--- src/rtl/integral_image_stream_assert.svh ---
// Assertion macros used by the integral image stream RTL.
`ifndef INTEGRAL_IMAGE_STREAM_ASSERT_SVH
`define INTEGRAL_IMAGE_STREAM_ASSERT_SVH

// Same-cycle implication, checked on the rising clock edge outside reset.
`define IIS_ASSERT_NOW(lbl, clk, rstn, ante, cons) \
    lbl: assert property (@(posedge clk) disable iff (!(rstn)) (ante) |-> (cons)) \
        else $error("integral image assertion failed");

// Next-cycle implication, checked on the rising clock edge outside reset.
`define IIS_ASSERT_NEXT(lbl, clk, rstn, ante, cons) \
    lbl: assert property (@(posedge clk) disable iff (!(rstn)) (ante) |=> (cons)) \
        else $error("integral image assertion failed");

`endif

--- src/rtl/iis_pkg.sv ---
package iis_pkg;

    // Default sizes of the block.
    localparam int DEF_MAX_WIDTH  = 1024;
    localparam int DEF_MAX_HEIGHT = 1024;
    localparam int DEF_PIXEL_BITS = 16;

    // Configuration port.
    localparam int CFG_IDX_BITS  = 1;
    localparam int CFG_DATA_BITS = 11;

    localparam logic [CFG_DATA_BITS-1:0] RST_FRAME_WIDTH  = 11'd640;
    localparam logic [CFG_DATA_BITS-1:0] RST_FRAME_HEIGHT = 11'd480;

    // Register indexes.
    typedef enum logic [CFG_IDX_BITS-1:0] {
        REG_FRAME_WIDTH  = 1'b0,
        REG_FRAME_HEIGHT = 1'b1
    } t_cfg_reg;

    // Position flags that travel with a pixel from the counters to the adder stage.
    typedef struct packed {
        logic first_row;
        logic eor;
        logic eof;
    } t_pix_tag;

endpackage

--- src/rtl/iis_ctrl.sv ---
module iis_ctrl #(
    parameter int MAX_WIDTH  = iis_pkg::DEF_MAX_WIDTH,
    parameter int MAX_HEIGHT = iis_pkg::DEF_MAX_HEIGHT,
    parameter int COL_BITS   = 10
) (
    input  logic                             i_clk,
    input  logic                             i_rst_n,
    input  logic                             i_cfg_valid,
    input  logic [iis_pkg::CFG_IDX_BITS-1:0]  i_cfg_index,
    input  logic [iis_pkg::CFG_DATA_BITS-1:0] i_cfg_data,
    input  logic                             i_accept,
    output logic [COL_BITS-1:0]              o_col,
    output iis_pkg::t_pix_tag                o_tag
);
    import iis_pkg::*;

    localparam int ROW_BITS = (MAX_HEIGHT > 1) ? $clog2(MAX_HEIGHT) : 1;

    logic [CFG_DATA_BITS-1:0] r_frame_width;
    logic [CFG_DATA_BITS-1:0] r_frame_height;
    logic [COL_BITS-1:0]      r_col;
    logic [ROW_BITS-1:0]      r_row;

    logic [31:0]         w_ext, h_ext, w_tmp, h_tmp;
    logic [COL_BITS:0]   w_eff, col_inc;
    logic [ROW_BITS:0]   h_eff, row_inc;
    logic                eor, eof;

    // Configuration registers take every write transfer.
    always_ff @(posedge i_clk) begin
        if (!i_rst_n) begin
            r_frame_width  <= RST_FRAME_WIDTH;
            r_frame_height <= RST_FRAME_HEIGHT;
        end else if (i_cfg_valid) begin
            unique case (t_cfg_reg'(i_cfg_index))
                REG_FRAME_WIDTH:  r_frame_width  <= i_cfg_data;
                REG_FRAME_HEIGHT: r_frame_height <= i_cfg_data;
            endcase
        end
    end

    // Effective frame size: zero counts as one, large values saturate.
    always_comb begin
        w_ext = 32'(r_frame_width);
        h_ext = 32'(r_frame_height);
        if (w_ext == 32'd0)                w_tmp = 32'd1;
        else if (w_ext > 32'(MAX_WIDTH))   w_tmp = 32'(MAX_WIDTH);
        else                               w_tmp = w_ext;
        if (h_ext == 32'd0)                h_tmp = 32'd1;
        else if (h_ext > 32'(MAX_HEIGHT))  h_tmp = 32'(MAX_HEIGHT);
        else                               h_tmp = h_ext;
        w_eff = w_tmp[COL_BITS:0];
        h_eff = h_tmp[ROW_BITS:0];
    end

    // Row and frame ends seen from the current position.
    assign col_inc = {1'b0, r_col} + 1'b1;
    assign row_inc = {1'b0, r_row} + 1'b1;
    assign eor     = (col_inc >= w_eff);
    assign eof     = eor && (row_inc >= h_eff);

    // Raster position advances on every input transfer.
    always_ff @(posedge i_clk) begin
        if (!i_rst_n) begin
            r_col <= '0;
            r_row <= '0;
        end else if (i_accept) begin
            if (eor) begin
                r_col <= '0;
                r_row <= eof ? '0 : row_inc[ROW_BITS-1:0];
            end else begin
                r_col <= col_inc[COL_BITS-1:0];
            end
        end
    end

    assign o_col           = r_col;
    assign o_tag.first_row = (r_row == '0);
    assign o_tag.eor       = eor;
    assign o_tag.eof       = eof;

endmodule

--- config.mk ---
export PLATFORM = sky130hd
export DESIGN_NAME = iis_ctrl
export DESIGN_NICKNAME = d
export VERILOG_FILES = /design/src/rtl/integral_image_stream_assert.svh /design/src/rtl/iis_pkg.sv /design/src/rtl/iis_ctrl.sv
export SDC_FILE = /design/constraint.sdc
export NUM_CORES = 1
export LEC_CHECK = 0
export ABC_AREA = 1
export CORE_ASPECT_RATIO = 1.1
export CORE_MARGIN = 1.5
export CORE_UTILIZATION = 50
export DETAILED_ROUTE_END_ITERATION = 6
export DONT_BUFFER_PORTS = 1
export SLEW_MARGIN = 30
export SYNTH_ARGS = -nofsm -noshare
export SYNTH_HDL_FRONTEND = slang
export SYNTH_SLANG_ARGS = --single-unit
--- constraint.sdc ---
create_clock -name i_clk -period 3 [get_ports i_clk]
set_input_delay 0.3 -clock i_clk [delete_from_list [all_inputs] [get_ports i_clk]]
set_output_delay 0.3 -clock i_clk [all_outputs]
set_load 0.01 [all_outputs]
==> results of run 1 <==
[power breakdown]
part | total, mW | leakage (nW) | switching [mW] | internal [mW]
registers | 0.600 | 0.349 | 0.0226 | 0.578
logic | 0.150 | 0.946 | 0.0927 | 0.0569
clock network | 0.429 | 0.0575 | 0.197 | 0.233
[area by class of cell]
cell class	count	share of cell area [%]
inverters	39	4.89
multi-input cells	296	58.1
repair buffers	6	1.50
clock buffers	8	3.68
well taps	72	3.01
flip-flops and latches	42	28.8
[cells by family (layout without fill, tap and decap cells)]
kind of cell,Yosys count,in the layout,synth area share [%]
flip-flops,42,42,31.2
AND/OR/NAND/NOR,207,208,34.4
buffers and inverters,52,53,8.65
XOR/XNOR,11,11,4.14
adder cells (fa/ha/maj),25,25,11.6
AO/OA/AOI/OAI,52,52,9.95
[through the flow]
step / TNS (ns) / hold slack [ns] / utilization, % / setup WS [ns] / total power, mW
3_5_place_dp: 0 / 0.389 / 53.6 / 0.251 / 0.751
2_1_floorplan: 0 / 0.413 / - / 0.378 / 0.725
5_1_grt: -0.0517 / 0.0799 / 58.7 / -0.0517 / 1.24
6_report: 0 / 0.0912 / 58.7 / 0.154 / 1.18
4_1_cts: 0 / 0.0836 / 55.8 / 0.00739 / 1.18
3_3_place_gp: 0 / 0.386 / 53.6 / 0.333 / 0.748
[flip-flops by register name (all words and copies together) (netlist names)]
| name | flops |
|---|---|
| r_frame_width | 11 |
| r_frame_height | 11 |
| o_col | 10 |
| r_row | 10 |
[how the worst max path moves through the flow]
stage / from / cells after the start / slack [ns] / end
6_report: r_row[1] / 15 / 0.15 / o_tag[0]
5_1_grt: o_col[1] / 15 / -0.05 / o_tag[0]
4_1_cts: o_col[1] / 15 / 0.007 / o_tag[0]
3_5_place_dp: o_col[1] / 15 / 0.25 / o_tag[0]
3_3_place_gp: o_col[2] / 15 / 0.33 / o_tag[0]
2_1_floorplan: o_col[0] / 16 / 0.38 / o_tag[0]
[layer usage]
metal	wire length, um	GRT usage, %
met1	2920	29.4
met2	2850	36.5
met3	308	5.56
met4	53	5.09
met5	0	0
[critical path: cells and delay by family (launching register included)]
family                     cells  cell delay [ns]
buffers and inverters          3             0.29
AOI/OAI and AO/OA              1             0.04
and+or+nand+nor                9             1.11
adders and majority gates      2             0.42
DFF                            1             0.39
[repair_timing]
item	in CTS	in global routing
endpoints found under the setup margin	1	1
gates cloned	0	1
hold endpoints to repair	0	0
pin swaps	0	11
resized for setup	3	34
hold buffers	0	0
buffers inserted	0	1
[cells in the final DEF (no fill, tap or decap), types with 3 or more instances in the layout]
master | synthesis | routed
dfxtp_1 | 42 | 32
nand2_1 | 107 | 104
nor2_1 | 46 | 43
clkbuf_8 | 1 | 8
nand2_2 | 3 | 5
inv_1 | 36 | 34
nor4_1 | 5 | 3
xor2_1 | 8 | 8
ha_4 | 0 | 4
nand3_1 | 16 | 15
ha_1 | 25 | 21
nor2_4 | 2 | 4
dfxtp_4 | 0 | 4
inv_2 | 1 | 3
buf_4 | 2 | 6
nand4_1 | 14 | 14
dfxtp_2 | 0 | 6
nor2_2 | 3 | 4
o21ai_0 | 19 | 19
a21oi_1 | 29 | 29
nand3_2 | 5 | 5
==> reports/results.txt, run 1 <==
# H-tree levels: 2
Core ar.: 5100 sq um
I/O pin count: 29
remaining antenna violation count: 0
most frequent cell on the critical path: nand2_1
fraction of the cycle the final worst path needs: 94.9%
Root Driver: clkbuf_8
DR pass1 iterations: 5
TritonCTS buffer count: 5
DP Area: 2730 sq um
Global Route Usage Sum: 22.3%
final WL: 6130 um
slowest cell on the critical path: dfxtp_4
post-synthesis sequential element count: 42
number of synthesized flops with an enable pin: 0
Antenna Cells: 0
Finished Cell Area: 3000 sq um
Final Hold Fails: 0
Synth area leader: dfxtp_1
post-synthesis cell area: 2690 sq um
Synth Area per Inst: 6.92 sq um
filler cell count: 528
Area Growth Syn to Fin: 11.3%
Worst Hold Launch: i_rst_n
prevailing post-synth register cell: dfxtp_1
share of Yosys cell area claimed by the top area cell type: 31.2%
Residual DRC: 0
IO buf count: 0
DIE AREA: 5830 sq um
synth cell count leaders: 107 x nand2_1, 46 x nor2_1, 42 x dfxtp_1
area of the multi-input gates: 1740 sq um
CP cell instances: ha_4 > nand3_2 > nor2_4 > nand4_1 > nand2_1 > inv_2 > ha_1 > nand2_1 > nor2_1 > nand3b_1 > nand2_1 > a21oi_1 > buf_4 > or2b_1 > inv_2
Vias: 2421
antenna violations before repair: 0
Slew @ Worst Pin: 0.694 ns
vias in the first global route: 2238
Syn. warnings: 0
Rows: 27
die height: 79.9 um
CP Class: reg -> out
Async S/R FF share, synth: 0%
Area contributors post-synth: dfxtp_1 31%, nand2_1 15%, ha_1 12%, nor2_1 6.4%, a21oi_1 5.4%
peak supply drop: 0.338 mV
post-DP HPWL: 4490 um
per-cell routed wire length: 13.2 um
Sinks on Clock Net: 42
hold path cells: 1
CP max stage delay: 0.39 ns
Starting Density: 52.8%
Nets: 431
first-pass GRT wire length: 10200 um
Power Density: 394 nW/um^2
P_leak: 1.35 nW
arrival time worst endpoint: 2.55 ns
CTS tree: yes
Reg2Reg Setup Slack: 0.47 ns
CP Capture Type: primary output
later-pin clock latency in the skew report: 0.29 ns
# setup viols final: 0
reg-to-reg endpoint: o_col[7]
clock skew: 0.00622 ns
Layout Cells excl Fill: 463
Hold EP: r_frame_height[7]
first-iteration detailed-routing DRC count: 92
share of layout cells above drive strength 1: 14.6%
gp weighted congestion: 0.802
Synth Net Count: 430
GRT overflow: 0
CP max FO: 11
status: finished clean
Sequential Area: 863 sq um
post-synth cell types: 33
Max Slew Vio Count: 0
Vias/cell: 5.23
Post-Syn Instances: 389
total of max-cap violations: 0
Clock transition at path regs: 0.08 ns
FMAX: 351 MHz
r2r worst-path depth: 15
Startpoint Class: flop
Worst R2R Start: o_col[4]
Die X: 73.0 um
HP Class: in -> reg
Seq/Total Area, Yosys: 31.2%
CP Data Required Time: 2.70 ns
Period minus WS final: 2.85 ns
Placed Cells: 453
most frequent cell after synthesis: nand2_1
CTS max path bufs: 2
largest net degree at the start of global routing: 24
relative slew slack: 53.7%
Power figures use the tool's default switching activity.
==> run 2, diff against run 1 <==
Settings changed: CORE_UTILIZATION 50 to 30, PLACE_DENSITY set to 0.41.
==> run 2 against run 1 <==
Compared with the run above: total power is 4.8% lower; wire length grew 12%; highest routed layer unchanged; critical path depth up 1; fmax decreased by 3.2%; cell area grew 0.13%; global-route usage is 7.2 points lower; sequential cell count unchanged; hold slack improved by 0.0013 ns; critical endpoint unchanged; clock-buffer cell count down 2; sequential share of layout area down 0.70 points.
==> reports/results.txt, run 2 (synthesis gave the netlist of run 1 again) <==
Rows: 36 (+33%)
CTS max path bufs: 2 (unchanged)
P_leak: 1.39 nW (+2.9%)
peak supply drop: 0.159 mV (-53%)
Antenna Cells: 0 (unchanged)
final WL: 6900 um (+12%)
most common cell after layout, fill and taps aside: nand2_1
clock skew: 0.0110 ns (+0.00483 ns)
worst setup margin: 0.0584 ns (-0.0952 ns)
first-pass GRT wire length: 11200 um (+9.3%)
FMAX: 340 MHz (-3.2%)
antenna violations before repair: 0 (unchanged)
# H-tree levels: 2 (unchanged)
first-iteration detailed-routing DRC count: 73 (-21%)
CP Class: reg -> out
arrival time worst endpoint: 2.64 ns (+0.09 ns)
Residual DRC: 0 (unchanged)
RSZ-0062 raised after global routing: yes
remaining antenna violation count: 0 (unchanged)
slowest cell on the critical path: dfxtp_2
TritonCTS buffer count: 5 (unchanged)
worst-case hold slack: 0.0925 ns (+0.00129 ns)
Layout Cells excl Fill: 509 (+9.9%)
Max Slew Vio Count: 0 (unchanged)
CP Capture Type: primary output
later-pin clock latency in the skew report: 0.29 ns (about the same)
TNS Setup: 0 ns (unchanged)
relative slew slack: 53.9% (+0.26 points)
gp weighted congestion: 0.838 (+4.5%)
hold path cells: 1 (unchanged)
share of layout cells above drive strength 1: 12.4% (-2.2 points)
Starting Density: 30.6% (-22 points)
Place WS: 0.265 ns (+0.0142 ns)
DP Area: 2820 sq um (+3.3%)
per-cell routed wire length: 13.6 um (+2.3%)
Final Hold Fails: 0 (unchanged)
Worst Hold Launch: i_rst_n
Global Route Usage Sum: 15.1% (-7.2 points)
Reg2Reg Setup Slack: 0.49 ns (+0.02 ns)
vias in the first global route: 2218 (-0.89%)
r2r worst-path depth: 17 (+2)
CP max stage delay: 0.34 ns (-0.05 ns)
Die X: 93.3 um (+28%)
Hold EP: r_frame_height[7]
commonest non-fill, non-tap cells in the layout: 103 x nand2_1, 43 x nor2_1, 40 x dfxtp_1
DIE AREA: 9550 sq um (+64%)
# setup viols final: 0 (unchanged)
Nets: 437 (+1.4%)
Slew @ Worst Pin: 0.690 ns (-0.00393 ns)
I/O pin count: 29 (unchanged)
Area Growth Syn to Fin: 11.4%
post-DP HPWL: 5260 um (+17%)
reg-to-reg endpoint: r_row[2]
Finished Cell Area: 3000 sq um (+0.13%)
CP max FO: 5 (-6)
Placed Cells: 500 (+10%)
CTS tree: yes
CP Data Required Time: 2.70 ns (about the same)
status: finished clean
Worst R2R Start: o_col[1]
Vias/cell: 4.76 (-9.0%)
Vias: 2421 (unchanged)
fraction of the cycle the final worst path needs: 98.1% (+3.2 points)
Sinks on Clock Net: 42 (unchanged)
Final Core Density: 34.1% (-25 points)
DR pass1 iterations: 4 (-1)
Startpoint Class: flop
GRT overflow: 0 (unchanged)
Root Driver: clkbuf_8
Largest regs: r_frame_height x11, r_frame_width x11
IO buf count: 0 (unchanged)
Period minus WS final: 2.94 ns (+0.0952 ns)
total of max-cap violations: 0 (unchanged)
Clock transition at path regs: 0.08 ns (about the same)
largest net degree at the start of global routing: 24 (unchanged)
HP Class: in -> reg
Core ar.: 8780 sq um (+72%)
Power Density: 374 nW/um^2 (-4.9%)
Pwr Total: 1.12 mW (-4.8%)
die height: 102 um (+28%)
CP cell instances: buf_6 > nand2_4 > nor3_4 > nand2_2 > nor2_2 > xor2_1 > inv_2 > ha_4 > nand2_2 > nor2_1 > nand2_1 > nor2_2 > nor2_4 > nand3_4 > or2b_1 > inv_2
## run 2: cell count changes in the layout (fill, tap and decap cells not counted), sizes merged
cell    before  now
nand2      111  110
nand3       21   22
buf          6   12
clkbuf       8    6
## run 2: layout make-up
class	count	area, sq um
clock buffers	6	82.6
inverters	39	146
multi-input cells	296	1690
well taps	114	143
flip-flops and latches	42	843
repair buffers	12	93.8
fillers	987	5780
## run 2: layer usage
layer,share of wire (%),vias to the layer above,global-route usage (%)
met5,0,-,0
met4,0.99,0,3.85
met3,4.7,6,3.20
met2,46,44,24.7
met1,49,1087,20.2
li1,-,1284,-
## run 2: worst max-delay path by stage
stage	startpoint	end	slack, ns
2_1_floorplan	o_col[0]	o_tag[0]	0.38
3_3_place_gp	o_col[2]	o_tag[0]	0.22
3_5_place_dp	o_col[1]	o_tag[0]	0.27
4_1_cts	o_col[1]	o_tag[0]	0.001
5_1_grt	o_col[1]	o_tag[0]	-0.13
6_report	o_col[1]	o_tag[0]	0.06
## run 2: timing repair
item,in CTS,in global routing
resized for setup,3,16
cloned,1,0
endpoints found under the hold margin,0,0
pin swaps,1,9
hold buffers,0,0
setup buffers,0,2
setup endpoints to repair,1,1
## run 2: report_power, final
group / internal (mW) / switching [mW]
combinational: 0.0562 / 0.0969
sequential: 0.580 / 0.0178
clock: 0.178 / 0.193
total: 0.814 / 0.308
## run 2: worst max-delay path, delay by kind of cell (launching register included)
| family | cells | cell delay [ns] |
|---|---|---|
| AND/OR/NAND/NOR | 11 | 1.28 |
| flip-flops | 1 | 0.34 |
| adder cells (fa/ha/maj) | 1 | 0.28 |
| buffers and inverters | 3 | 0.26 |
| XOR/XNOR | 1 | 0.18 |
==> run 3, diff against run 2 <==
Settings changed: CORE_UTILIZATION 30 to 57, PLACE_DENSITY 0.41 to 0.69.
==> run 3 against run 2 <==
Compared with the run above: global-route usage up 9.7 points; total power up 16%; non-clock buffer count down 5; critical path type unchanged; final cell count down 12%; highest routed layer unchanged; clock-buffer cell count unchanged; critical path depth down 1; largest power group unchanged; sequential power about the same; core utilization up 30 points; die area down 46%; worst setup slack better by 0.083 ns.
==> reports/results.txt, run 3 (synthesis gave the netlist of run 1 again) <==
# setup viols final: 0 (unchanged)
Sinks on Clock Net: 42 (unchanged)
Area Growth Syn to Fin: 9.02%
Core ar.: 4590 sq um (-48%)
gp weighted congestion: 0.848 (+1.1%)
Period minus WS final: 2.86 ns (-0.0830 ns)
Vias/cell: 5.43 (+14%)
DIE AREA: 5140 sq um (-46%)
GRT overflow: 0 (unchanged)
arrival time worst endpoint: 2.56 ns (-0.08 ns)
CP max FO: 5 (unchanged)
peak supply drop: 0.341 mV (+120%)
Final Hold Fails: 0 (unchanged)
Pwr Total: 1.30 mW (+16%)
Starting Density: 58.7% (+28 points)
Slew @ Worst Pin: 0.694 ns (+0.00390 ns)
largest net degree at the start of global routing: 24 (unchanged)
TritonCTS buffer count: 5 (unchanged)
Clock power frac: 43.1% (+10 points)
die height: 75.1 um (-27%)
DR pass1 iterations: 4 (unchanged)
Rows: 26 (-28%)
final WL: 5890 um (-15%)
IO buf count: 0 (unchanged)
Die X: 68.5 um (-27%)
Switch Pwr: 315 uW (+2.4%)
per-cell routed wire length: 13.2 um (-2.7%)
Power Density: 444 nW/um^2 (+19%)
status: finished clean
fraction of the cycle the final worst path needs: 95.3% (-2.8 points)
Final Core Density: 64.0% (+30 points)
later-pin clock latency in the skew report: 0.30 ns (about the same)
CTS max path bufs: 2 (unchanged)
CTS tree: yes
antenna violations before repair: 0 (unchanged)
commonest non-fill, non-tap cells in the layout: 105 x nand2_1, 43 x nor2_1, 36 x dfxtp_1
Largest regs: r_frame_height x11, r_frame_width x11
Layout Cells excl Fill: 447 (-12%)
part of the power in registers: 45.9% (-7.4 points)
CP Class: reg -> out
share of layout cells above drive strength 1: 12.3% (-0.13 points)
HP Class: in -> reg
first-pass GRT wire length: 9650 um (-14%)
Placed Cells: 439 (-12%)
vias in the first global route: 2204 (-0.63%)
Finished Cell Area: 2930 sq um (-2.2%)
Clock transition at path regs: 0.08 ns (about the same)
post-DP HPWL: 4450 um (-15%)
Global Route Usage Sum: 24.8% (+9.7 points)
Startpoint Class: flop
most common cell after layout, fill and taps aside: nand2_1
# H-tree levels: 2 (unchanged)
I/O pin count: 29 (unchanged)
P_leak: 1.35 nW (-3.3%)
Residual DRC: 0 (unchanged)
Antenna Cells: 0 (unchanged)
Sw Share: 24.2% (-3.2 points)
Max Slew Vio Count: 0 (unchanged)
Nets: 431 (-1.4%)
DP Area: 2730 sq um (-3.4%)
first-iteration detailed-routing DRC count: 138 (+89%)
CP Data Required Time: 2.70 ns (about the same)
CP Capture Type: primary output
internal power: 988 uW (+21%)
FMAX: 350 MHz (+2.9%)
clock skew: 0.00891 ns (-0.00214 ns)
remaining antenna violation count: 0 (unchanged)
Comb pwr share: 11.0% (-2.6 points)
TNS Setup: 0 ns (unchanged)
relative slew slack: 53.7% (-0.26 points)
filler cell count: 466 (-53%)
Root Driver: clkbuf_8
Vias: 2427 (+0.25%)
total of max-cap violations: 0 (unchanged)
[run 3: what timing repair did]
item / 4_1_cts / 5_1_grt
gates cloned: 0 / 0
hold buffers: 0 / 0
pin swaps: 0 / 4
gates resized for setup: 2 / 19
setup buffers: 0 / 0
endpoints found under the setup margin: 1 / 1
[run 3: critical path, stage by stage (launching register included)]
cell     delay [ns]
dfxtp_4        0.39
ha_2           0.21
nand3_2        0.13
nor2_4         0.12
nand4_1        0.10
nand2_1        0.09
inv_1          0.05
ha_1           0.30
inv_1          0.05
nor2_2         0.12
nand2_1        0.06
nor2_1         0.12
nor2_2         0.06
nand3_4        0.13
or2b_1         0.25
inv_2          0.07
[run 3: area by class of cell]
cell class / instances / area [sq um] / share of cell area [%]
Clock inverter: 2 / 60.1 / 2.05
Tap cell: 56 / 70.1 / 2.39
Sequential cell: 42 / 853 / 29.1
Clock buffer: 6 / 82.6 / 2.81
Multi-Input combinational cell: 295 / 1670 / 56.9
Timing Repair Buffer: 7 / 52.6 / 1.79
Inverter: 39 / 146 / 4.99
[run 3: stage by stage]
stage	hold WS, ns	setup WS, ns
3_5_place_dp	0.389	0.274
2_1_floorplan	0.413	0.378
5_1_grt	0.0749	-0.0132
6_report	0.0835	0.141
4_1_cts	0.0811	0.0245
3_3_place_gp	0.387	0.371
[run 3: power by group through the flow]
stage,Sequential (mW),Combinational [mW],Clock (mW)
4_1_cts,0.599,0.141,0.568
3_3_place_gp,0.611,0.137,0
2_1_floorplan,0.609,0.115,0
3_5_place_dp,0.612,0.140,0
5_1_grt,0.602,0.168,0.590
6_report,0.598,0.144,0.561
[run 3: path summary, 6_finish.rpt]
kind	from	endpoint	slack (ns)	depth (start not counted)
worst max register to register	o_col[1]	o_col[8]	0.49	17
worst max-delay path	o_col[1]	o_tag[0]	0.14	15
worst min-delay path	i_rst_n	r_frame_width[7]	0.08	1
worst min register to register	r_frame_width[9]	r_frame_width[9]	0.50	2
[run 3: routing by layer]
| metal | GRT usage, % | part of all wire, % | vias to the layer above |
|---|---|---|---|
| met5 | 0 | 0 | - |
| met4 | 5.33 | 0.90 | 0 |
| met3 | 6.13 | 5.2 | 6 |
| met2 | 41.6 | 47 | 58 |
| met1 | 32.1 | 47 | 1096 |
| li1 | - | - | 1267 |
