==> config.mk <==
export PLATFORM = sky130hd
export DESIGN_NAME = iis_accum
export DESIGN_NICKNAME = d
export VERILOG_FILES = /design/src/rtl/iis_pkg.sv /design/src/rtl/iis_accum.sv
export VERILOG_INCLUDE_DIRS = /design/src /design/src/rtl
export SDC_FILE = /design/constraint.sdc
export NUM_CORES = 1
export LEC_CHECK = 0
export BUFFER_PORTS_ARGS = -buffer_cell sky130_fd_sc_hd__buf_2
export CAP_MARGIN = 20
export CORE_MARGIN = 2
export CORE_UTILIZATION = 45
export CTS_CLUSTER_DIAMETER = 40
export DETAILED_ROUTE_END_ITERATION = 10
export PLACE_DENSITY = 0.66
export SLEW_MARGIN = 30
export SYNTH_ARGS = -nofsm -noshare
export SYNTH_HDL_FRONTEND = slang
export SYNTH_SLANG_ARGS = --single-unit
==> constraint.sdc <==
create_clock -name i_clk -period 5.1 [get_ports i_clk]
set_clock_uncertainty 0.2 [all_clocks]
set_input_delay 0 -clock i_clk [delete_from_list [all_inputs] [get_ports i_clk]]
set_output_delay 0 -clock i_clk [all_outputs]
set_load 0.05 [all_outputs]
==> src/rtl/integral_image_stream_assert.svh <==
// Assertion macros used by the integral image stream RTL.
`ifndef INTEGRAL_IMAGE_STREAM_ASSERT_SVH
`define INTEGRAL_IMAGE_STREAM_ASSERT_SVH

// Same-cycle implication, checked on the rising clock edge outside reset.
`define IIS_ASSERT_NOW(lbl, clk, rstn, ante, cons) \
    lbl: assert property (@(posedge clk) disable iff (!(rstn)) (ante) |-> (cons)) \
        else $error("integral image assertion failed");

// Next-cycle implication, checked on the rising clock edge outside reset.
`define IIS_ASSERT_NEXT(lbl, clk, rstn, ante, cons) \
    lbl: assert property (@(posedge clk) disable iff (!(rstn)) (ante) |=> (cons)) \
        else $error("integral image assertion failed");

`endif

==> src/rtl/iis_pkg.sv <==
package iis_pkg;

    // Default sizes of the block.
    localparam int DEF_MAX_WIDTH  = 1024;
    localparam int DEF_MAX_HEIGHT = 1024;
    localparam int DEF_PIXEL_BITS = 16;

    // Configuration port.
    localparam int CFG_IDX_BITS  = 1;
    localparam int CFG_DATA_BITS = 11;

    localparam logic [CFG_DATA_BITS-1:0] RST_FRAME_WIDTH  = 11'd640;
    localparam logic [CFG_DATA_BITS-1:0] RST_FRAME_HEIGHT = 11'd480;

    // Register indexes.
    typedef enum logic [CFG_IDX_BITS-1:0] {
        REG_FRAME_WIDTH  = 1'b0,
        REG_FRAME_HEIGHT = 1'b1
    } t_cfg_reg;

    // Position flags that travel with a pixel from the counters to the adder stage.
    typedef struct packed {
        logic first_row;
        logic eor;
        logic eof;
    } t_pix_tag;

endpackage

==> src/rtl/iis_accum.sv <==
module iis_accum #(
    parameter int PIXEL_BITS  = iis_pkg::DEF_PIXEL_BITS,
    parameter int COL_BITS    = 10,
    parameter int COLSUM_BITS = 26,
    parameter int AREA_BITS   = 36
) (
    input  logic                   i_clk,
    input  logic                   i_rst_n,
    input  logic                   i_accept,
    input  logic [PIXEL_BITS-1:0]  i_pixel,
    input  iis_pkg::t_pix_tag      i_tag,
    input  logic [COL_BITS-1:0]    i_col,
    input  logic [COLSUM_BITS-1:0] i_rd_data,
    output logic                   o_wr_en,
    output logic [COL_BITS-1:0]    o_wr_addr,
    output logic [COLSUM_BITS-1:0] o_wr_data,
    output logic                   o_in_ready,
    input  logic                   i_out_ready,
    output logic                   o_out_valid,
    output logic [AREA_BITS-1:0]   o_area_sum,
    output logic                   o_end_of_row,
    output logic                   o_end_of_frame
);
    import iis_pkg::*;
    `include "integral_image_stream_assert.svh"

    logic                   r_s1_valid;
    t_pix_tag               r_tag;
    logic [PIXEL_BITS-1:0]  r_pix;
    logic [COL_BITS-1:0]    r_col;
    logic                   r_fwd_hit;
    logic [COLSUM_BITS-1:0] r_fwd_data;
    logic                   r_unwritten;
    logic [COL_BITS:0]      r_fill;
    logic [AREA_BITS-1:0]   r_row_sum;
    logic                   r_o_valid;
    logic [AREA_BITS-1:0]   r_o_area;
    logic                   r_o_eor;
    logic                   r_o_eof;

    logic                   out_free, s1_adv;
    logic [COLSUM_BITS-1:0] col_old, colsum;
    logic [AREA_BITS-1:0]   area;

    // Stage one moves on when the output register is empty or being taken.
    assign out_free   = !r_o_valid || i_out_ready;
    assign s1_adv     = r_s1_valid && out_free;
    assign o_in_ready = i_rst_n && (!r_s1_valid || s1_adv);

    // Read-modify-write of the column sum, with forwarding of a write that
    // lands in the same cycle as the read of the same column. A column not
    // written since reset reads as zero.
    assign col_old = r_fwd_hit   ? r_fwd_data :
                     r_unwritten ? '0 : i_rd_data;
    assign colsum  = r_tag.first_row ? COLSUM_BITS'(r_pix)
                                     : col_old + COLSUM_BITS'(r_pix);
    assign area    = r_row_sum + AREA_BITS'(colsum);

    assign o_wr_en   = s1_adv;
    assign o_wr_addr = r_col;
    assign o_wr_data = colsum;

    // Stage one holds the pixel while its column sum is read.
    always_ff @(posedge i_clk) begin
        if (!i_rst_n) begin
            r_s1_valid <= 1'b0;
            r_fwd_hit  <= 1'b0;
        end else if (i_accept) begin
            r_s1_valid <= 1'b1;
            r_fwd_hit  <= s1_adv && (i_col == r_col);
        end else if (s1_adv) begin
            r_s1_valid <= 1'b0;
        end
    end

    always_ff @(posedge i_clk) begin
        if (i_accept) begin
            r_tag       <= i_tag;
            r_pix       <= i_pixel;
            r_col       <= i_col;
            r_fwd_data  <= colsum;
            r_unwritten <= ({1'b0, i_col} >= r_fill);
        end
    end

    // Columns are written in order from the left edge, so the store holds
    // valid sums for every column below this count.
    always_ff @(posedge i_clk) begin
        if (!i_rst_n) begin
            r_fill <= '0;
        end else if (s1_adv && ({1'b0, r_col} >= r_fill)) begin
            r_fill <= {1'b0, r_col} + 1'b1;
        end
    end

    // Running sum across the current row.
    always_ff @(posedge i_clk) begin
        if (!i_rst_n) begin
            r_row_sum <= '0;
        end else if (s1_adv) begin
            r_row_sum <= r_tag.eor ? '0 : area;
        end
    end

    // Output register.
    always_ff @(posedge i_clk) begin
        if (!i_rst_n) begin
            r_o_valid <= 1'b0;
        end else if (s1_adv) begin
            r_o_valid <= 1'b1;
        end else if (i_out_ready) begin
            r_o_valid <= 1'b0;
        end
    end

    always_ff @(posedge i_clk) begin
        if (s1_adv) begin
            r_o_area <= area;
            r_o_eor  <= r_tag.eor;
            r_o_eof  <= r_tag.eof;
        end
    end

    assign o_out_valid    = r_o_valid;
    assign o_area_sum     = r_o_area;
    assign o_end_of_row   = r_o_eor;
    assign o_end_of_frame = r_o_eof;

    // A stalled stage-one item is kept, not dropped.
    `IIS_ASSERT_NEXT(a_s1_kept, i_clk, i_rst_n, r_s1_valid && !out_free, r_s1_valid)
    // A read of the column being written in the same cycle takes the new sum.
    `IIS_ASSERT_NEXT(a_fwd_src, i_clk, i_rst_n, i_accept && s1_adv && (i_col == r_col), r_fwd_hit && (r_fwd_data == $past(colsum)))
    // The row sum restarts after the last pixel of a row.
    `IIS_ASSERT_NEXT(a_row_clr, i_clk, i_rst_n, s1_adv && r_tag.eor, r_row_sum == '0)
    // The end of a frame is always also the end of a row.
    `IIS_ASSERT_NOW(a_eof_eor, i_clk, i_rst_n, r_o_valid && r_o_eof, r_o_eor)

endmodule

==> run summary, run 1 <==
The mux contribution to synthesized area came out at less than 1%. STA classifies the critical path startpoint as a flop. The maximum number of pins on one net before global-route repair came out at 60. The worst register-to-register path begins at r_unwritten. The critical path start-end classification is reg2reg.

STA puts the critical path data arrival time at about 5 ns. The number of antenna diodes in the final layout is 0. The total power came out at around 3.5 mW.

The count of pins over their slew limit came out at 0. The total overflow left after global routing is 0. The basic-gate share of the synthesized area counting and, or, nand and nor cells is roughly an eighth. The clock root buffer master is sky130_fd_sc_hd__clkbuf_16.

The total via count in the routed design is approximately 6900. The number of global-route vias before repair is ~6600. The CTS clock-pin slew for the worst setup and hold paths came out at approximately 0.060 ns. The number of placed instances, taps included came out at between 1000 and 1500. The post-synthesis adder-cell area fraction came out at 9.965%.

Synthesis handed over a netlist of around 800 instances. The initial antenna violation count is 0. After the flow finishes, the layout carries non-filler instances totaling about 1300. After layout, the worst path uses roughly 97% of the clock period. The number of nets handed over by synthesis was 928. The width of the die came out at between 100 and 150 um.

The total wire length after detailed routing came out at between 20000 and 25000 um. The most used routing layer is met2. The clock sink count is about 140. The met1 track demand over resource in global routing came out at 29.86%. The number of endpoints failing setup at the final stage is 0. The run finished with clean final reports. The synthesized netlist occupies a cell area of slightly above 8000 um^2. The most critical setup path has its startpoint at r_unwritten.

The met2 usage came out at between 30% and 40%. The total power divided by cell area is roughly 330 nW/um^2. Once the floorplan was initialized, standard cells occupied 46.11% of the core. The tightest hold path in the finished design has a slack of 0.05167 ns.

The maximum fanout count along the critical path came out at 7. The cell leakage power came out at between 4 and 5 nW. Setup repair after global routing could not meet its margin everywhere. In this run the vertical extent of the chip is between 100 and 150 um. The wire length of the first global-routing pass is approximately 34000 um.

The endpoint identified for the worst register-to-register timing path is o_area_sum[26]. The detailed-route wire length per cell came out at about 17 um. The count of state elements after synthesis is 144. The delay of the slowest cell on the worst path is 0.44 ns. At the worst endpoint, the required time is a little over 5 ns. Counting both buffers and inverters, the worst setup path holds a total of 4.

The buffer depth of the longest clock path came out at 2. The kind of cell with the highest combined delay along the critical path is compound AO/OA/AOI/OAI gates. The detailed router finished its first iteration with roughly 390 violations. The mean number of vias per cell is approximately 5.5.

The net count of the finished layout is between 1000 and 1500. Across the run, the number of max-cap violations was 0. The TritonCTS clock tree is done.

Clock latency on the worst-skew pair, taken at its later pin, is 0.43 ns. The floorplan step defined a die boundary enclosing between 15000 and 20000 um^2. The synthesized area per cell is 10.34 um^2.

The area growth from synthesis to final layout came out at 30.12%. The clock period could shrink to 4.964 ns. The count of flip-flops with a built-in enable after synthesis is 94. The number of library cell types mapped by synthesis is 66. IR analysis of the VDD net gives a maximum drop of 0.2278 mV. Routability-driven placement finished with a final weighted congestion of approximately 0.90. The number of buffer cells added on primary ports is approximately 140. The overall track demand over capacity in global routing is 21.72%. Among the stages of the critical path, the cell type that occurs most often is sky130_fd_sc_hd__buf_4.

The slowest stage of the critical path belongs to the cell sky130_fd_sc_hd__edfxtp_1. Derived from the worst setup path, the maximum achievable clock frequency is 201.5 MHz. The detailed-router iteration count before antenna repair is 7. In this run the count of I/O pins placed on the die edge is ~140. Traced cell by cell, the critical path runs through nor2_4 > a22o_1 > ha_2 > inv_1 > fa_1 > nor2b_2 > o2111ai_1 > a31oi_2 > buf_4 > buf_4 > xnor2_1 > o21ai_2 > ha_4 > a21o_1 > a211o_1 > o21ai_1 > a311oi_2 > o21ai_2 > buf_4 > nand2_1 > xor2_1. The capturing element type of the critical path is a flop.

After synthesis, the largest family of logic cells by area is compound AO/OA/AOI/OAI gates. Yosys printed 0 warnings. The clock buffer count from CTS is 17. The sequential fraction of the synthesis area came out at ~46%. The pin slew with the least headroom to its limit is 0.8721 ns. The met3 usage in global routing came out at between 4 and 5%. After synthesis, the share of flip-flops with an asynchronous set or reset is 0%. The core outline area came out at around 18000 um^2. The path with the worst hold slack has its endpoint at r_fwd_data[16]. The most used flip-flop cell after synthesis is sky130_fd_sc_hd__edfxtp_1.

The number of routed nets with antenna violations came out at 0. The cell depth of the worst hold path came out at 4. The worst pin sits at a relative slew slack of between 40% and 50%. Summing the areas of all compound-gate instances in the mapped netlist gives around a fifth of the synthesized area.

The number of remaining DRC errors came out at 0. Measured on the finished design, the core utilization comes to 60.00%. The floorplan row count came out at just under 50. The XOR/XNOR share of the synthesized area is 7.903%. The post-route netlist has approximately 28% of its cells at a drive strength greater than 1. The H-tree depth is 4. The number of cells on the worst reg-to-reg path is 21.

The final hold violation count came to 0. The source of the worst hold timing path is i_rd_data[16]. The placed wire-length estimate after detailed placement came out at 14850 um. The flop-to-flop setup slack came out at ~0.14 ns. The tightest min-delay check is of the in2reg type.
-- Yosys cell counts (all sizes together), types with 24 or more instances --
library cell | number | area, um^2
a21oi | 59 | 295.3
a22o | 27 | 236.5
clkbuf | 24 | 90.09
dfxtp | 50 | 1001
edfxtp | 94 | 2823
ha | 63 | 788.3
inv | 29 | 108.9
nand2 | 57 | 216.5
nor2 | 63 | 236.5
o21ai | 46 | 234.0
xnor2 | 35 | 306.5
xor2 | 40 | 350.3
-- cells in the final DEF, fill, tap and decap left out, drive strengths merged, types with 4 or more instances in the layout --
master       count
xnor2           35
clkinvlp         4
a211oi          15
nand4b           6
dlygate4sd3     37
nor2            63
nor3             9
a22o            27
and2            10
and3            13
dfxtp           50
nand4            6
inv             31
a22oi           18
nand3           21
o211ai           5
a31oi            6
a21oi           59
nor3b            5
nand2           57
nand2b          10
clkinv           6
edfxtp          94
ha              63
nor2b            4
o31ai            4
xor2            40
nand3b          10
a211o            4
o21ai           46
o21bai           6
a21o            18
clkbuf          20
buf            179
o221ai           4
-- power breakdown --
| group | switching [mW] | total (mW) | internal, mW |
|---|---|---|---|
| sequential | 0.0487 | 1.39 | 1.34 |
| clock | 0.503 | 1.18 | 0.672 |
| combinational | 0.618 | 0.950 | 0.332 |
-- final cells by class --
cell class	count	area (um^2)
clock inverters	12	113.9
clock buffers	20	436.7
inverters	30	112.6
well taps	229	286.5
fillers	1526	7209
flip-flops and latches	144	3825
multi-input cells	601	4632
repair buffers	216	1409
-- layer usage --
| metal | routed length (um) | vias up | part of all wire [%] |
|---|---|---|---|
| met5 | 0 | - | 0 |
| met4 | 202 | 0 | 0.93 |
| met3 | 1171 | 19 | 5.4 |
| met2 | 10230 | 191 | 47 |
| met1 | 10040 | 3283 | 46 |
| li1 | - | 3441 | - |
-- logic make-up after synthesis --
| family | count (synthesis) |
|---|---|
| compound gates | 234 |
| simple gates | 224 |
| flops | 144 |
| xor+xnor | 75 |
| fa+ha+maj | 65 |
| buf+inv | 59 |
| mux | 3 |
-- worst min-delay path: stages --
cell                      delay (ns)
sky130_fd_sc_hd__buf_2          0.09
sky130_fd_sc_hd__a22oi_1        0.10
sky130_fd_sc_hd__xor2_1         0.22
sky130_fd_sc_hd__nor2_2         0.09
-- worst max path at each step --
stage | to | cells after the start | slack [ns]
final | o_area_sum[26] | 21 | 0.14
after detailed placement | o_area_sum[29] | 20 | -0.11
after CTS | o_area_sum[29] | 20 | 0.0001
after floorplan | o_area_sum[29] | 24 | 0.008
after global routing | o_area_sum[34] | 22 | -0.13
after global placement | o_area_sum[29] | 20 | 0.05
-- metrics by stage --
step           worst slack [ns]  TNS [ns]  area [um^2]
3_5_place_dp            -0.1066   -0.5494         9515
3_3_place_gp            0.04518         0         9515
5_1_grt                 -0.1292    -1.406        10820
6_report                 0.1363         0        10820
2_1_floorplan          0.008088         0         8443
4_1_cts               0.0001137         0        10490
-- flip-flops by register name (all words and copies together) (netlist names) --
signal / flops
r_fwd_data: 26
r_pix: 16
r_fwd_hit: 1
r_s1_valid: 1
r_fill: 11
o_area_sum: 36
r_row_sum: 36
o_wr_addr: 10
o_end_of_frame: 1
r_unwritten: 1
o_out_valid: 1
r_tag: 3
o_end_of_row: 1
-- repair_timing --
action,in CTS,in global routing
gates resized for setup,8,47
endpoints found under the setup margin,14,33
hold buffers,37,0
pin swaps,3,21
buffers inserted,2,13
hold endpoints to repair,48,0
gates cloned,0,0
(Power assumes the default switching activity.)
==> run 2, diff against run 1 <==
CORE_ASPECT_RATIO = 0.9   (was unset)
CORE_MARGIN = unset   (was 2)
==> run 2 against run 1 <==
Effect of this change:
- the run now ends with negative hold slack left
- first-iteration DRC count is 2.8% lower
- critical endpoint is now r_row_sum[19]
- via count is 0.75% lower
- critical path depth stayed put
- die area is 2.8% lower
- global-route usage is 0.88 points higher
- largest cell class unchanged
- sequential cell count stayed put
- wire length is 1.2% lower
- design area hardly changed
- clock power hardly changed
- maximum frequency hardly changed
- non-clock buffer count is 5 lower
==> run summary, run 2 (synthesis gave the netlist of run 1 again) <==
The flow ran to the end, but the final reports show violations. The checks that failed: negative hold slack. The core outline area is 17840 um^2 (-1.0%). The capturing point of the worst reg2reg path is r_row_sum[19].

The total power divided by cell area came to 326.5 nW/um^2 (+0.37%). The number of buffer cells added on primary ports came to 135 (unchanged). The wire length of the first global-routing pass came to 33490 um (-1.2%). The clock sink count came out at 144 (unchanged). The DRC violation total after the first TritonRoute iteration is 376 (-2.8%). Clock tree synthesis selected as its root buffer the cell sky130_fd_sc_hd__clkbuf_16. The library cell used most frequently in the layout, excluding fill and tap cells, is sky130_fd_sc_hd__buf_2. The remaining global-route overflow came out at 0 (unchanged). The number of routed nets with antenna violations is 0 (unchanged).

The total power is 3.531 mW (+0.35%). The overall track demand over capacity in global routing is 22.61% (+0.88 points). The count of antenna diodes in the layout is 0 (unchanged).

The achievable frequency is 201.4 MHz (about the same). The global placer's final weighted congestion is 0.8831 (-1.7%). The total via count in the routed design was 6882 (-0.75%).

The maximum number of pins on one net before global-route repair came out at 46 (-23%). The cell family contributing the most delay on the critical path is compound AO/OA/AOI/OAI gates. The initial antenna violation count is 0 (unchanged). The latest clock arrival within the worst-skew pair came out at 0.42 ns (about the same). The floorplan row count came out at 46 (-6.1%). The placed wire-length estimate after detailed placement is 15120 um (+1.8%).

The overall die area is 19020 um^2 (-2.8%). The final hold slack is -0.002101 ns (-0.05377 ns). The critical path required time is 5.21 ns (+0.14 ns).

Walking the worst path, the cells encountered are nor2_4 > a22o_1 > ha_1 > and2_1 > o21ai_0 > a31oi_4 > buf_4 > a21o_1 > a21oi_1 > xor2_1 > o21ai_2 > ha_4 > nand2_1 > a21boi_0 > o21ai_1 > buf_4 > a22oi_4 > a41oi_2 > o31ai_2 > xnor2_1 > a22o_1. The flop-to-flop setup slack came out at 0.14 ns (about the same). The path class of the tightest hold or removal check is in2reg. The number of max-capacitance violations reported came to 0 (unchanged). The cell depth of the worst hold path is 1 (-3).

The clock buffer count from CTS came to 17 (unchanged). The buffering stage count on the worst path with inverters included is 2 (-2). The fill cell instance count of the final layout is 1498 (-1.8%). The pin slew with the least headroom to its limit came out at 0.7870 ns (-0.08510 ns). The fraction of the cycle the final worst path needs is 97.35% (about the same). The detailed-router iteration count before antenna repair came out at 5 (-2).

The reg-to-reg critical path startpoint is r_unwritten. The worst setup path is launched from a flop. The final core utilization is 60.60% (+0.60 points). The count of pins over their slew limit came out at 0 (unchanged). The total wire length after detailed routing came out at 21380 um (-1.2%). The TritonCTS clock tree is done. The mean number of vias per cell came to 5.471 (-1.2%). The number of cells on the worst reg-to-reg path came to 21 (unchanged). The time the final worst path needs with I/O delays and setup came to 4.965 ns (+0.001070 ns).

The delay of the slowest cell on the worst path came to 0.43 ns (about the same). The number of remaining DRC errors came out at 0 (unchanged). The number of nets in the layout is 1129 (-0.44%). The buffer depth of the longest clock path came out at 2 (unchanged). The cell leakage power is 4.392 nW (-0.23%). The CTS clock-pin slew for the worst setup and hold paths came to 0.06 ns (about the same). The setup path with the least slack is of type reg2reg.

For hold timing, the worst endpoint is r_tag[1]. The library cells used most frequently in the layout, excluding fill and tap cells, are sky130_fd_sc_hd__buf_2, sky130_fd_sc_hd__edfxtp_1, sky130_fd_sc_hd__nand2_1. The detailed-route wire length per cell is 17.00 um (-1.7%). The highest ir drop seen on vdd came out at 0.2150 mV (-5.6%). STA classifies the critical path endpoint as a flop. The arrival time at the worst endpoint is 5.08 ns (+0.15 ns). The source of the worst hold timing path is i_accept.

The width of the die came out at 145.3 um (+3.8%). The H-tree depth came out at 4 (unchanged). The number of global-route vias before repair came out at 6528 (-1.3%). The fraction of final layout cells with drive strength greater than 1 is 27.60% (-0.65 points). The final hold violation count is 2 (+2). The headroom to the max-slew limit is 47.53% (+5.7 points). The maximum fanout count along the critical path is 8 (+1). The number of endpoints failing setup at the final stage came out at 0 (unchanged). The initial standard-cell utilization of the core came to 46.58% (+0.47 points). The area growth from synthesis to final layout is 30.09% (about the same). The cell with the biggest individual delay on the critical path is sky130_fd_sc_hd__edfxtp_1. The height of the chip is 130.9 um (-6.4%).

The count of boundary I/O pins is 136 (unchanged).
run 2: area by class of cell:
class                   instances  area, um^2  area share, %
multi-input cells             601        4653          43.03
flip-flops and latches        144        3825          35.37
repair buffers                211        1358          12.55
clock buffers                  20       446.7          4.131
well taps                     240       300.3          2.777
clock inverters                12       117.6          1.088
inverters                      30       112.6          1.041
run 2: worst max-delay path by stage:
stage / start / to / depth (start not counted) / slack [ns]
floorplan: r_unwritten / o_area_sum[29] / 24 / 0.008
global placement: r_unwritten / o_area_sum[29] / 20 / 0.08
detailed placement: r_unwritten / o_area_sum[29] / 22 / -0.06
CTS: r_unwritten / o_area_sum[29] / 22 / 0.01
global route: r_unwritten / r_row_sum[19] / 21 / -0.06
finish: r_unwritten / r_row_sum[19] / 21 / 0.14
run 2: worst reg2reg max path, cell delays in order, from the launching register on:
cell	delay, ns
sky130_fd_sc_hd__edfxtp_1	0.43
sky130_fd_sc_hd__nor2_4	0.24
sky130_fd_sc_hd__a22o_1	0.17
sky130_fd_sc_hd__ha_1	0.27
sky130_fd_sc_hd__and2_1	0.18
sky130_fd_sc_hd__o21ai_0	0.40
sky130_fd_sc_hd__a31oi_4	0.17
sky130_fd_sc_hd__buf_4	0.18
sky130_fd_sc_hd__a21o_1	0.17
sky130_fd_sc_hd__a21oi_1	0.17
sky130_fd_sc_hd__xor2_1	0.20
sky130_fd_sc_hd__o21ai_2	0.11
sky130_fd_sc_hd__ha_4	0.34
sky130_fd_sc_hd__nand2_1	0.08
sky130_fd_sc_hd__a21boi_0	0.20
sky130_fd_sc_hd__o21ai_1	0.15
sky130_fd_sc_hd__buf_4	0.17
sky130_fd_sc_hd__a22oi_4	0.23
sky130_fd_sc_hd__a41oi_2	0.21
sky130_fd_sc_hd__o31ai_2	0.24
sky130_fd_sc_hd__xnor2_1	0.14
sky130_fd_sc_hd__a22o_1	0.22
run 2: per-stage QoR:
step	setup slack (ns)	cell area (um^2)	TNS, ns	hold WS (ns)	cells
4_1_cts	0.01265	10450	0	0.0004445	1246
5_1_grt	-0.06375	10810	-0.5163	0.02063	1258
3_3_place_gp	0.07603	9492	0	-0.02151	1176
6_report	0.1352	10810	0	-0.002101	1258
3_5_place_dp	-0.05830	9492	-0.1955	-0.02191	1176
2_1_floorplan	0.008088	8443	0	-0.1011	804
run 2: layer usage:
| layer | routed length [um] | track usage, % |
|---|---|---|
| met5 | 0 | 0 |
| met4 | 237 | 6.316 |
| met3 | 1086 | 4.792 |
| met2 | 9958 | 37.64 |
| met1 | 10100 | 29.98 |
run 2: repair_timing:
action,in CTS,in global routing
gates resized for setup,3,53
endpoints found under the setup margin,7,34
setup buffers,0,12
hold buffers,38,0
pin swaps,0,17
endpoints found under the hold margin,49,0
run 2: report_power, final:
part           total, mW  switching [mW]  internal [mW]
registers           1.40          0.0507           1.35
logic              0.931           0.610          0.321
clock network       1.20           0.479          0.725
